===== src/rtl/tcce_pkg.sv =====
// ----------------------------------------------------------------------------
// Text console cursor engine package
// Geometry constants, character codes, command and result types.
// ----------------------------------------------------------------------------
package tcce_pkg;

	localparam int GLYPH_WIDTH  = 8;
	localparam int GLYPH_HEIGHT = 16;
	localparam int TAB_SPACES   = 4;
	localparam int TAB_W        = (TAB_SPACES > 1) ? $clog2(TAB_SPACES) : 1;

	localparam int QUEUE_DEPTH  = 2;
	localparam int QPTR_W       = (QUEUE_DEPTH > 1) ? $clog2(QUEUE_DEPTH) : 1;
	localparam int QCNT_W       = $clog2(QUEUE_DEPTH + 1);

	localparam logic [7:0] CH_BS    = 8'd8;
	localparam logic [7:0] CH_TAB   = 8'd9;
	localparam logic [7:0] CH_LF    = 8'd10;
	localparam logic [7:0] CH_CR    = 8'd13;
	localparam logic [7:0] CH_SPACE = 8'd32;
	localparam logic [7:0] PRINT_LO = 8'd32;
	localparam logic [7:0] PRINT_HI = 8'd126;

	localparam logic [8:0] COLS_MAX   = 9'd256;
	localparam logic [7:0] ROWS_MAX   = 8'd128;
	localparam logic [8:0] COLS_RESET = 9'd80;
	localparam logic [7:0] ROWS_RESET = 8'd25;

	typedef enum logic [2:0] {
		REG_DISPLAY_ENABLE   = 3'd0,
		REG_TEXT_COLUMNS     = 3'd1,
		REG_TEXT_ROWS        = 3'd2,
		REG_FOREGROUND_COLOR = 3'd3,
		REG_BACKGROUND_COLOR = 3'd4
	} cfg_reg_t;

	typedef enum logic [1:0] {
		OP_SERIAL = 2'd0,
		OP_DRAW   = 2'd1,
		OP_SCROLL = 2'd2
	} op_kind_t;

	typedef enum logic [2:0] {
		CLS_PLAIN  = 3'd0,
		CLS_LF_SER = 3'd1,
		CLS_LF     = 3'd2,
		CLS_CR     = 3'd3,
		CLS_TAB    = 3'd4,
		CLS_BS     = 3'd5,
		CLS_PRINT  = 3'd6
	} cls_t;

	typedef struct packed {
		cls_t       cls;
		logic [7:0] code;
	} cmd_t;

	typedef struct packed {
		logic [8:0] cols;
		logic [7:0] rows;
	} cfg_t;

	typedef struct packed {
		op_kind_t    kind;
		logic [7:0]  code;
		logic [10:0] px;
		logic [10:0] py;
		logic        last;
	} res_t;

	function automatic logic [8:0] eff_cols_f(input logic [8:0] c);
		if (c == 9'd0)
			return 9'd1;
		else if (c > COLS_MAX)
			return COLS_MAX;
		else
			return c;
	endfunction

	function automatic logic [7:0] eff_rows_f(input logic [7:0] r);
		if (r == 8'd0)
			return 8'd1;
		else if (r > ROWS_MAX)
			return ROWS_MAX;
		else
			return r;
	endfunction

endpackage


===== src/rtl/tcce_queue.sv =====
// ----------------------------------------------------------------------------
// Text console cursor engine command queue
// Short FIFO of classified commands between front and back.
// ----------------------------------------------------------------------------
module tcce_queue
	import tcce_pkg::*;
(
	input  logic  clk,
	input  logic  arst_n,
	input  logic  push,
	input  cmd_t  push_data,
	input  logic  pop,
	output cmd_t  head,
	output logic  full,
	output logic  nempty
);

	cmd_t              mem_q [QUEUE_DEPTH];
	logic [QPTR_W-1:0] wr_ptr_q;
	logic [QPTR_W-1:0] rd_ptr_q;
	logic [QCNT_W-1:0] count_q;

	assign full   = (count_q == QCNT_W'(QUEUE_DEPTH));
	assign nempty = (count_q != '0);
	assign head   = mem_q[rd_ptr_q];

	always_ff @(posedge clk) begin
		if (push)
			mem_q[wr_ptr_q] <= push_data;
	end

	always_ff @(posedge clk or negedge arst_n) begin
		if (!arst_n) begin
			wr_ptr_q <= '0;
			rd_ptr_q <= '0;
			count_q  <= '0;
		end else begin
			if (push)
				wr_ptr_q <= (wr_ptr_q == QPTR_W'(QUEUE_DEPTH - 1)) ? '0 : wr_ptr_q + 1'b1;
			if (pop)
				rd_ptr_q <= (rd_ptr_q == QPTR_W'(QUEUE_DEPTH - 1)) ? '0 : rd_ptr_q + 1'b1;
			case ({push, pop})
				2'b10:   count_q <= count_q + 1'b1;
				2'b01:   count_q <= count_q - 1'b1;
				default: count_q <= count_q;
			endcase
		end
	end

endmodule


===== src/rtl/tcce_front.sv =====
// ----------------------------------------------------------------------------
// Text console cursor engine front end
// Accepts character bytes, classifies them and feeds the command queue.
// ----------------------------------------------------------------------------
module tcce_front
	import tcce_pkg::*;
(
	input  logic       clk,
	input  logic       arst_n,
	input  logic       in_valid,
	output logic       in_stall,
	input  logic [7:0] char_code,
	input  logic       display_enable,
	input  logic       q_full,
	output logic       push,
	output cmd_t       push_data
);

	logic valid_s1;
	cmd_t cmd_s1;
	logic accept;

	function automatic cls_t classify(input logic [7:0] c, input logic en);
		cls_t k;
		k = CLS_PLAIN;
		if (c == CH_LF)
			k = en ? CLS_LF : CLS_LF_SER;
		else if (!en)
			k = CLS_PLAIN;
		else if (c == CH_CR)
			k = CLS_CR;
		else if (c == CH_TAB)
			k = CLS_TAB;
		else if (c == CH_BS)
			k = CLS_BS;
		else if (c >= PRINT_LO && c <= PRINT_HI)
			k = CLS_PRINT;
		return k;
	endfunction

	assign in_stall  = valid_s1 && q_full;
	assign accept    = in_valid && !in_stall;
	assign push      = valid_s1 && !q_full;
	assign push_data = cmd_s1;

	always_ff @(posedge clk) begin
		if (accept) begin
			cmd_s1.cls  <= classify(char_code, display_enable);
			cmd_s1.code <= char_code;
		end
	end

	always_ff @(posedge clk or negedge arst_n) begin
		if (!arst_n)
			valid_s1 <= 1'b0;
		else if (accept)
			valid_s1 <= 1'b1;
		else if (push)
			valid_s1 <= 1'b0;
	end

endmodule


===== src/rtl/tcce_back.sv =====
// ----------------------------------------------------------------------------
// Text console cursor engine back end
// Sequences serial, draw and scroll results and keeps the cursor.
// ----------------------------------------------------------------------------
module tcce_back
	import tcce_pkg::*;
(
	input  logic clk,
	input  logic arst_n,
	input  cfg_t cfg,
	input  logic q_nempty,
	input  cmd_t q_head,
	output logic q_pop,
	output logic out_valid,
	input  logic out_stall,
	output res_t res
);

	typedef enum logic [7:0] {
		S_IDLE   = 8'b0000_0001,
		S_SER    = 8'b0000_0010,
		S_LF2    = 8'b0000_0100,
		S_SCROLL = 8'b0000_1000,
		S_TSER   = 8'b0001_0000,
		S_DRAW   = 8'b0010_0000,
		S_BS1    = 8'b0100_0000,
		S_BS2    = 8'b1000_0000
	} state_t;

	state_t           state_q, state_d;
	cmd_t             cmd_q;
	logic [7:0]       col_q, col_d, old_col_q;
	logic [6:0]       row_q, row_d, old_row_q;
	logic [TAB_W-1:0] tcnt_q, tcnt_d;
	logic             ov_q;
	res_t             res_q, res_d;

	logic [8:0] eff_cols;
	logic [7:0] eff_rows;
	logic [8:0] col_inc;
	logic [7:0] row_inc;
	logic       wrap, nl_scroll, tab_more, is_lf;
	logic       go, step, done, load;
	logic [7:0] pc;
	logic [6:0] pr;

	assign eff_cols  = eff_cols_f(cfg.cols);
	assign eff_rows  = eff_rows_f(cfg.rows);
	assign col_inc   = {1'b0, col_q} + 9'd1;
	assign row_inc   = {1'b0, row_q} + 8'd1;
	assign wrap      = (col_inc >= eff_cols);
	assign nl_scroll = (row_inc >= eff_rows);
	assign tab_more  = (cmd_q.cls == CLS_TAB) && (tcnt_q != TAB_W'(TAB_SPACES - 1));
	assign is_lf     = (cmd_q.cls == CLS_LF) || (cmd_q.cls == CLS_LF_SER);

	assign go    = !ov_q || !out_stall;
	assign step  = (state_q != S_IDLE) && go;
	assign load  = q_nempty && ((state_q == S_IDLE) || (step && done));
	assign q_pop = load;

	assign out_valid = ov_q;
	assign res       = res_q;

	always_comb begin
		state_d = state_q;
		col_d   = col_q;
		row_d   = row_q;
		tcnt_d  = tcnt_q;
		done    = 1'b0;
		pc      = col_q;
		pr      = row_q;
		res_d   = '0;
		res_d.kind = OP_SERIAL;
		case (state_q)
			S_SER: begin
				res_d.code = is_lf ? CH_CR : cmd_q.code;
				case (cmd_q.cls)
					CLS_LF, CLS_LF_SER: state_d = S_LF2;
					CLS_TAB: begin
						tcnt_d  = '0;
						state_d = S_TSER;
					end
					CLS_BS:    state_d = S_BS1;
					CLS_PRINT: state_d = S_DRAW;
					CLS_CR: begin
						col_d = '0;
						done  = 1'b1;
					end
					default: done = 1'b1;
				endcase
			end
			S_LF2: begin
				res_d.code = CH_LF;
				if (cmd_q.cls == CLS_LF_SER) begin
					done = 1'b1;
				end else begin
					col_d = '0;
					if (nl_scroll) begin
						state_d = S_SCROLL;
					end else begin
						row_d = row_inc[6:0];
						done  = 1'b1;
					end
				end
			end
			S_SCROLL: begin
				res_d.kind = OP_SCROLL;
				if (tab_more) begin
					tcnt_d  = tcnt_q + 1'b1;
					state_d = S_TSER;
				end else begin
					done = 1'b1;
				end
			end
			S_TSER: begin
				res_d.code = CH_SPACE;
				state_d    = S_DRAW;
			end
			S_DRAW: begin
				res_d.kind = OP_DRAW;
				res_d.code = (cmd_q.cls == CLS_TAB) ? CH_SPACE : cmd_q.code;
				if (wrap) begin
					col_d = '0;
					if (nl_scroll)
						state_d = S_SCROLL;
					else
						row_d = row_inc[6:0];
				end else begin
					col_d = col_inc[7:0];
				end
				if (!(wrap && nl_scroll)) begin
					if (tab_more) begin
						tcnt_d  = tcnt_q + 1'b1;
						state_d = S_TSER;
					end else begin
						done = 1'b1;
					end
				end
			end
			S_BS1: begin
				res_d.kind = OP_DRAW;
				res_d.code = CH_SPACE;
				if (col_q != 8'd0) begin
					col_d = col_q - 8'd1;
				end else if (row_q != 7'd0) begin
					row_d = row_q - 7'd1;
					col_d = 8'(eff_cols - 9'd1);
				end
				pc = col_d;
				pr = row_d;
				if ((col_q != 8'd0) || (row_q != 7'd0))
					state_d = S_BS2;
				else
					done = 1'b1;
			end
			S_BS2: begin
				res_d.kind = OP_DRAW;
				res_d.code = CH_SPACE;
				pc   = old_col_q;
				pr   = old_row_q;
				done = 1'b1;
			end
			default: done = 1'b0;
		endcase
		if (res_d.kind == OP_DRAW) begin
			res_d.px = 11'(32'(pc) * GLYPH_WIDTH);
			res_d.py = 11'(32'(pr) * GLYPH_HEIGHT);
		end
		res_d.last = done;
	end

	always_ff @(posedge clk) begin
		if (load)
			cmd_q <= q_head;
		if (step) begin
			res_q <= res_d;
			if (state_q == S_BS1) begin
				old_col_q <= col_q;
				old_row_q <= row_q;
			end
		end
	end

	always_ff @(posedge clk or negedge arst_n) begin
		if (!arst_n) begin
			state_q <= S_IDLE;
			col_q   <= '0;
			row_q   <= '0;
			tcnt_q  <= '0;
			ov_q    <= 1'b0;
		end else begin
			if (go)
				ov_q <= step;
			if (step) begin
				col_q  <= col_d;
				row_q  <= row_d;
				tcnt_q <= tcnt_d;
			end
			if (load)
				state_q <= S_SER;
			else if (step)
				state_q <= done ? S_IDLE : state_d;
		end
	end

endmodule


===== src/rtl/text_console_cursor_engine.sv =====
// Path: an accepted input is registered in the front stage, written to the queue and
// loaded into the back end, whose results leave the output register one per cycle
// unless out_stall holds it; a character causes 1 to 13, the next follows at once.
// Reset: registers take their defaults, the cursor returns to column 0, row 0,
// and the front stage, queue and output register come up empty.
// ----------------------------------------------------------------------------
// Text console cursor engine
// Character byte in; serial, glyph draw and scroll operations out.
// ----------------------------------------------------------------------------
module text_console_cursor_engine
	import tcce_pkg::*;
(
	input  logic        clk,
	input  logic        arst_n,
	input  logic        cfg_we,
	input  logic [2:0]  cfg_index,
	input  logic [23:0] cfg_data,
	input  logic        in_valid,
	output logic        in_stall,
	input  logic [7:0]  char_code,
	output logic        out_valid,
	input  logic        out_stall,
	output logic [1:0]  op_kind,
	output logic [7:0]  glyph_code,
	output logic [10:0] pixel_x,
	output logic [10:0] pixel_y,
	output logic        last_of_run
);

	logic       display_enable_q;
	logic [8:0] text_columns_q;
	logic [7:0] text_rows_q;
	cfg_t       cfg;
	logic       q_push, q_pop, q_full, q_nempty;
	cmd_t       q_in, q_head;
	res_t       res;

	always_ff @(posedge clk or negedge arst_n) begin
		if (!arst_n) begin
			display_enable_q <= 1'b0;
			text_columns_q   <= COLS_RESET;
			text_rows_q      <= ROWS_RESET;
		end else if (cfg_we) begin
			case (cfg_reg_t'(cfg_index))
				REG_DISPLAY_ENABLE: display_enable_q <= cfg_data[0];
				REG_TEXT_COLUMNS:   text_columns_q   <= cfg_data[8:0];
				REG_TEXT_ROWS:      text_rows_q      <= cfg_data[7:0];
				default:            display_enable_q <= display_enable_q;
			endcase
		end
	end

	assign cfg.cols = text_columns_q;
	assign cfg.rows = text_rows_q;

	tcce_front u_front (
		.clk            (clk),
		.arst_n         (arst_n),
		.in_valid       (in_valid),
		.in_stall       (in_stall),
		.char_code      (char_code),
		.display_enable (display_enable_q),
		.q_full         (q_full),
		.push           (q_push),
		.push_data      (q_in)
	);

	tcce_queue u_queue (
		.clk       (clk),
		.arst_n    (arst_n),
		.push      (q_push),
		.push_data (q_in),
		.pop       (q_pop),
		.head      (q_head),
		.full      (q_full),
		.nempty    (q_nempty)
	);

	tcce_back u_back (
		.clk       (clk),
		.arst_n    (arst_n),
		.cfg       (cfg),
		.q_nempty  (q_nempty),
		.q_head    (q_head),
		.q_pop     (q_pop),
		.out_valid (out_valid),
		.out_stall (out_stall),
		.res       (res)
	);

	assign op_kind     = res.kind;
	assign glyph_code  = res.code;
	assign pixel_x     = res.px;
	assign pixel_y     = res.py;
	assign last_of_run = res.last;

endmodule


===== config.mk =====
export PLATFORM = sky130hd
export DESIGN_NAME = text_console_cursor_engine
export DESIGN_NICKNAME = d
export VERILOG_FILES = /design/src/rtl/tcce_pkg.sv /design/src/rtl/tcce_queue.sv /design/src/rtl/tcce_front.sv /design/src/rtl/tcce_back.sv /design/src/rtl/text_console_cursor_engine.sv
export SDC_FILE = /design/constraint.sdc
export NUM_CORES = 1
export LEC_CHECK = 0
export BUFFER_PORTS_ARGS = -buffer_cell sky130_fd_sc_hd__buf_2
export CAP_MARGIN = 20
export CORE_AREA = 2 2 120 210
export CTS_CLUSTER_DIAMETER = 80
export DETAILED_ROUTE_END_ITERATION = 8
export DIE_AREA = 0 0 122 212
export GPL_ROUTABILITY_DRIVEN = 0
export SYNTH_ARGS = -nofsm -noshare
export SYNTH_HDL_FRONTEND = slang
export SYNTH_SLANG_ARGS = --single-unit

===== constraint.sdc =====
create_clock -name clk -period 3.4 [get_ports clk]
set_input_delay 0.68 -clock clk [delete_from_list [all_inputs] [get_ports clk]]
set_output_delay 0.68 -clock clk [all_outputs]
set_load 0.03 [all_outputs]

==> flow_summary_export.csv, run 1 <==
group,metric,value,unit
place,postPlaceCellArea,0.00809,sq mm
logic_synthesis,syn_inst,634,
routing,route.met2.wl,9.25,mm
global_routing,grt_first_pass_wirelength,27.5,mm
critical_path,timing.critical_path.buf_inv,2,
clocking,cts_tree,"done",
clocking,cts.sinks,134,
logic_synthesis,yosysTopAreaCell,"edfxtp_1",
global_routing,grt_max_degree,31,
global_routing,grt.overflow.total,0,
critical_path,crit_path_max_fanout,3,
critical_path,cp_top_family,"simple AND/OR/NAND/NOR gates",
place,place_hpwl,13.1,mm
die,core_area,0.0242,sq mm
sta,finClkSkew,11.2,ps
clocking,htree_levels,4,
routing,drcViolationCount,0,
routing,viasPerCell,4.98,
logic_synthesis,yosys_warnings,0,
sta,clock.fmax,304,MHz
final_layout,utilization,36.1,%
routing,routedWlPerCell,16.2,microns
final_layout,final_common_cell,"edfxtp_1",
routing,met1_length,6.51,mm
clocking,cts_buffers,17,
die,die_h,212,microns
power,power.density,888,mW/mm^2
logic_synthesis,synth_ff_type,"edfxtp_1",
critical_path,slowest_stage,"or3_4",
power,p_clk_share,23.5,%
logic_synthesis,avgSynthCellArea,11.3,sq um
min_path,holdCritPathClass,"input pin to asynchronous set/reset pin",
power,power.leakage,3.55,nW
critical_path,cp-start-kind,"register",
final_layout,finalNetCount,803,
critical_path,slowest_delay,400,ps
global_routing,antenna_found_initial,0,
critical_path,arrival,3650,ps
critical_path,path_cells,"ha_1 -> and3_1 -> and3_4 -> and3_1 -> ha_4 -> nand2_2 -> buf_4 -> or3_4 -> a21oi_4 -> o2111ai_2 -> o221ai_2 -> inv_2 -> ha_1 -> nor2_1 -> xor2_1",
place,port_buffers,52,
logic_synthesis,synthTopCellsByArea,"edfxtp_1 36%, dfrtp_1 15%, ha_1 4.4%",
power,power.switching,0.00307,W
die,die-area,0.0259,sq mm
outcome,status,"finished clean",
final_layout,drive_gt1_share,27.4,%
final_layout,n_antenna_cell,0,
sta,max-slew-margin-rel,39.2,%
sta,period_needed,3290,ps
logic_synthesis,synthArstFlopShare,36.6,%
logic_synthesis,ys_types,78,
power,pwr-share-comb,42.3,%
routing,via_count,5291,
final_layout,area_growth,21.9,%
logic_synthesis,ys_ff_latch,134,
routing,routed_wl,17.2,mm
logic_synthesis,synth_edf_count,85,
die,initial_core_util,29.6,%
clocking,clk_latency,430,ps
logic_synthesis,synth_top_area_share,35.5,%
power,power_frac_seq,34.2,%
routing,dr.max_layer_used,"met4",
critical_path,endpoint_kind,"register",
sta,finalSetupViolCount,0,
power,worst_ir_drop_vdd,0.000369,V
routing,drt_first_pass_iters,4,
die,rows,76,
critical_path,crit_required,3760,ps
sta,fin_crit_sh,96.6,%
die,die_x,122,microns
final_layout,final_cell_mix,"85 x edfxtp_1, 59 x buf_4, 52 x buf_2",
power,internal_power,0.00471,W
power,switching_share,39.5,%
sta,tightest_slew,909,ps
global_routing,grt_pass1_vias,5211,
logic_synthesis,syn-cell-area,0.00718,sq mm
logic_synthesis,yosysSeqAreaShare,52.7,%
final_layout,final_cell_area,0.00875,sq mm
place,place_inst,1028,
clocking,cts_buffer_depth,2,
die,ios,75,
routing,routed-wl-met3,708,microns
routing,final_antenna_net_count,0,
critical_path,critPathKind,"register to register",
sta,finalMaxSlewViolations,0,
clocking,clk_pin_slew,60,ps
global_routing,grt.total_usage,13.9,%
flow_run,cap_violations,0,
critical_path,rrSetupSlack,110,ps
clocking,cts-root-buf,"clkbuf_16",
sta,timing_hold_violations_final,0,
final_layout,instances_no_fill,1063,
routing,drtIter0Drc,232,
## sequential cells by signal, indices dropped and copies added (netlist names)
register / cells
u_queue.rd_ptr_q: 1
u_back.res: 26
u_back.tcnt_q: 2
u_back.col_q: 8
text_columns_q: 9
u_queue.wr_ptr_q: 1
u_front.valid_s1: 1
text_rows_q: 8
u_back.old_row_q: 7
u_back.state_q: 8
u_queue.count_q: 2
display_enable_q: 1
u_back.row_q: 7
u_front.push_data: 11
u_queue.mem_q: 22
u_back.cmd_q: 11
u_back.out_valid: 1
u_back.old_col_q: 8
## per-stage QoR
| step | power, W | worst slack (ps) | setup TNS, ps | hold WS [ps] |
|---|---|---|---|---|
| floorplan | 0.00492 | 18.0 | 0 | 384 |
| global placement | 0.00583 | -24.3 | -24.3 | 422 |
| detailed placement | 0.00588 | -71.0 | -71.0 | 430 |
| CTS | 0.00777 | 23.3 | 0 | 225 |
| global route | 0.00829 | -45.9 | -45.9 | 247 |
| finish | 0.00778 | 115 | 0 | 231 |
## synthesized netlist by cell type, types with 5 or more instances
master     n
nand2b_1  13
xor2_1    10
nand2_1   50
and3_1    11
nand4b_1   6
mux2_2    25
nor2_1    47
o31ai_1    6
and2_1     8
o22ai_1    9
a22o_1     9
dfrtp_1   43
edfxtp_1  85
o21ai_0   36
inv_1     21
buf_4      8
clkbuf_1  10
nand3_1   15
a21oi_1   38
a22oi_1    7
a31oi_1    5
xnor2_1   17
ha_1      25
buf_2      8
nor3_1    16
buf_6      5
dfstp_2    6
## metal layers
metal | global-route usage (%) | vias up
met4 | 7.53 | 0
li1 | - | 2584
met5 | 0 | -
met2 | 24.9 | 126
met3 | 3.06 | 38
met1 | 14.8 | 2543
## layout make-up
type                       instances  area (sq um)
inverter                          23          86.3
fill                            2368         15500
clock buffer                      17           425
timing repair buffer             111           703
multi-input combinational        451          3210
tap                              312           390
sequential                       134          3790
clock inverter                    15           155
## power by group through the flow
stage                     registers [W]  clock network, W  logic, W
after global routing            0.00272           0.00193   0.00364
after global placement          0.00267                 0   0.00316
after floorplan                 0.00284                 0   0.00207
after detailed placement        0.00269                 0   0.00319
final                           0.00266           0.00183   0.00329
after CTS                       0.00266           0.00187   0.00324
## logic make-up after synthesis
group | share of synthesized area (%)
other | 0.0522
xor gates and xnor gates | 3.29
and+or+nand+nor | 16.3
DFF | 52.7
buffers and inverters | 3.96
adders and majority gates | 4.36
muxes | 4.41
AOI/OAI and AO/OA | 15.0
## timing repair
item,4_1_cts,5_1_grt
hold buffers,0,0
setup buffers,1,2
endpoints found under the setup margin,1,15
gates resized for setup,2,11
pin swaps,0,3
## worst paths after layout
| kind | startpoint | to | cells past startpoint |
|---|---|---|---|
| min | arst_n | text_columns_q[7]$_DFFE_PN0P_ | 1 |
| min in group clk | u_front.push_data[8]$_DFFE_PP_ | u_queue.mem_q[0][8]$_DFFE_PP_ | 0 |
| max reg2reg | u_back.col_q[0]$_DFFE_PN0P_ | u_queue.count_q[1]$_DFFE_PN0P_ | 15 |
| max | u_back.col_q[0]$_DFFE_PN0P_ | u_queue.count_q[1]$_DFFE_PN0P_ | 15 |
| min reg2reg | u_front.push_data[8]$_DFFE_PP_ | u_queue.mem_q[0][8]$_DFFE_PP_ | 0 |
| max in group asynchronous | arst_n | text_columns_q[6]$_DFFE_PN1P_ | 2 |
Note: power is estimated with default switching activity, not from simulation.
==> inputs of run 2 (changes only) <==
--- a/config.mk
+++ b/config.mk
@@ -12,6 +12,7 @@
 export DETAILED_ROUTE_END_ITERATION = 8
 export DIE_AREA = 0 0 122 212
 export GPL_ROUTABILITY_DRIVEN = 0
+export REMOVE_ABC_BUFFERS = 1
 export SYNTH_ARGS = -nofsm -noshare
 export SYNTH_HDL_FRONTEND = slang
 export SYNTH_SLANG_ARGS = --single-unit
==> run 2 against run 1 <==
  * Count of clock-buffer cells in the layout grew 1
  * Largest power group unchanged
  * Clock skew shrank 4.8 ps
  * First-iteration DRC count grew 6.5%
  * Combinational power is essentially flat
  * Clock power grew 6%
  * Critical path depth shrank 1
  * Sequential share of layout area shrank 0.19 points
  * Design area grew 0.40%
  * Global-route usage grew 0.12 points
  * Fmax grew 2.5%
  * Routed wire length grew 0.19%
==> flow_summary_export.csv, run 2 (same netlist as run 1, synthesis figures left out) <==
group,metric,value,unit
routing,met1_length,6.56,mm
clocking,cts_buffers,17,
final_layout,nFillCells,2390,
critical_path,slowest_stage,"dfrtp_1",
power,p_clk_share,24.6,%
critical_path,path_cells,"ha_1 -> nand3_1 -> nor3_2 -> xor2_2 -> ha_1 -> a41o_1 -> a21oi_1 -> o31a_1 -> buf_4 -> a21boi_0 -> o211ai_1 -> buf_4 -> o31ai_1 -> o31ai_1",
clocking,cts-root-buf,"clkbuf_16",
sta,finalSetupViolCount,0,
sta,tightest_slew,1090,ps
sta,fin_crit_sh,94.3,%
routing,route.met2.wl,9.27,mm
final_layout,instances_no_fill,1064,
sta,rsz0062_at_grt,"yes",
routing,via_count,5320,
global_routing,grt_first_pass_wirelength,27.4,mm
global_routing,grt_max_degree,27,
place,dp_slack,5.31,ps
critical_path,timing.critical_path.buf_inv,2,
clocking,htree_levels,4,
flow_run,cap_violations,0,
clocking,clk_latency,430,ps
final_layout,n_antenna_cell,0,
global_routing,grt.overflow.total,0,
routing,routed_wl,17.2,mm
global_routing,antenna_found_initial,0,
sta,finalMaxSlewViolations,0,
final_layout,largest_register_ffs,26,
final_layout,finalNetCount,804,
die,die-area,0.0259,sq mm
power,worst_ir_drop_vdd,0.000364,V
global_routing,grt_pass1_vias,5159,
final_layout,final_cell_mix,"85 x edfxtp_1, 60 x buf_4, 52 x buf_2",
sta,period_needed,3200,ps
die,initial_core_util,29.6,%
power,pwr-share-comb,42.1,%
sta,timing_hold_violations_final,0,
routing,final_antenna_net_count,0,
routing,routedWlPerCell,16.2,microns
routing,dr.max_layer_used,"met4",
critical_path,cp-start-kind,"register",
routing,viasPerCell,5.00,
critical_path,crit_required,3710,ps
sta,clock.fmax,312,MHz
power,power.leakage,3.58,nW
final_layout,drive_gt1_share,27.3,%
power,power.density,897,mW/mm^2
critical_path,arrival,3510,ps
clocking,cts_buffer_depth,2,
clocking,cts.sinks,134,
clocking,cts_tree,"done",
place,place_inst,1029,
critical_path,slowest_delay,360,ps
min_path,holdCritPathClass,"input pin to asynchronous set/reset pin",
power,power_frac_seq,33.4,%
outcome,status,"finished clean",
place,place_hpwl,13.2,mm
critical_path,cp_top_family,"compound AO/OA/AOI/OAI gates",
routing,drtIter0Drc,247,
critical_path,endpoint_kind,"register",
routing,routed-wl-met3,615,microns
routing,drt_first_pass_iters,4,
critical_path,crit_path_max_fanout,5,
sta,finClkSkew,6.37,ps
die,core_area,0.0242,sq mm
clocking,hold_buffers,0,
die,rows,76,
die,die_x,122,microns
final_layout,final_common_cell,"edfxtp_1",
clocking,clk_pin_slew,60,ps
power,switching_share,38.7,%
routing,drcViolationCount,0,
sta,tns,0,ps
power,totalPowerFinal,0.00788,W
sta,max-slew-margin-rel,27.1,%
final_layout,utilization,36.2,%
power,power.switching,0.00305,W
global_routing,grt.total_usage,14.0,%
power,internal_power,0.00483,W
die,die_h,212,microns
place,port_buffers,52,
die,ios,75,
sta,fin_ws,195,ps
critical_path,critPathKind,"register to register",
final_layout,area_growth,22.4,%
-- run 2: changes by cell type in the layout (fill, tap and decap cells not counted), sizes merged --
| cell | previous run | this run |
|---|---|---|
| inv | 32 | 26 |
| clkinv | 4 | 7 |
| bufinv | 1 | 3 |
| buf | 111 | 112 |
| clkbuf | 17 | 18 |
-- run 2: area by class of cell --
| type | count | area (sq um) | share of cell area, % |
|---|---|---|---|
| tap | 312 | 390 | 4.44 |
| sequential | 134 | 3790 | 43.1 |
| inverter | 23 | 86.3 | 0.982 |
| timing repair buffer | 112 | 711 | 8.09 |
| clock inverter | 14 | 190 | 2.16 |
| clock buffer | 18 | 429 | 4.88 |
| multi-input combinational | 451 | 3200 | 36.4 |
-- run 2: through the flow --
step                      instance area (sq um)  hold slack, ps
after CTS                                  8720             256
final                                      8790             252
after global routing                       8790             284
after detailed placement                   8100             430
after floorplan                            7010             384
after global placement                     8100             422
-- run 2: final timing paths --
path,endpoint,cells past startpoint,slack (ps),startpoint
max in group asynchronous,u_back.row_q[0]$_DFFE_PN0P_,2,2520,arst_n
max,u_back.row_q[2]$_DFFE_PN0P_,14,200,u_back.row_q[1]$_DFFE_PN0P_
min reg2reg,u_queue.mem_q[1][10]$_DFFE_PP_,0,440,u_front.push_data[10]$_SDFFCE_PP0P_
min in group clk,u_queue.mem_q[1][10]$_DFFE_PP_,0,440,u_front.push_data[10]$_SDFFCE_PP0P_
min,text_columns_q[2]$_DFFE_PN0P_,1,250,arst_n
max reg2reg,u_back.row_q[2]$_DFFE_PN0P_,14,200,u_back.row_q[1]$_DFFE_PN0P_
-- run 2: repair_timing --
action | in CTS | in global routing
buffers inserted | 0 | 3
pin swaps | 0 | 1
gates resized for setup | 2 | 9
endpoints found under the setup margin | 1 | 21
-- run 2: power groups by stage --
stage               Clock [W]  Combinational [W]  Sequential (W)
detailed placement          0            0.00324         0.00266
finish                0.00194            0.00331         0.00263
global placement            0            0.00320         0.00265
global route          0.00205            0.00366         0.00269
floorplan                   0            0.00190         0.00290
CTS                   0.00198            0.00327         0.00263
-- run 2: metal layers --
layer | track usage, % | up-vias
met2 | 25.1 | 133
met3 | 2.82 | 51
li1 | - | 2577
met1 | 14.9 | 2559
met4 | 8.36 | 0
met5 | 0 | -
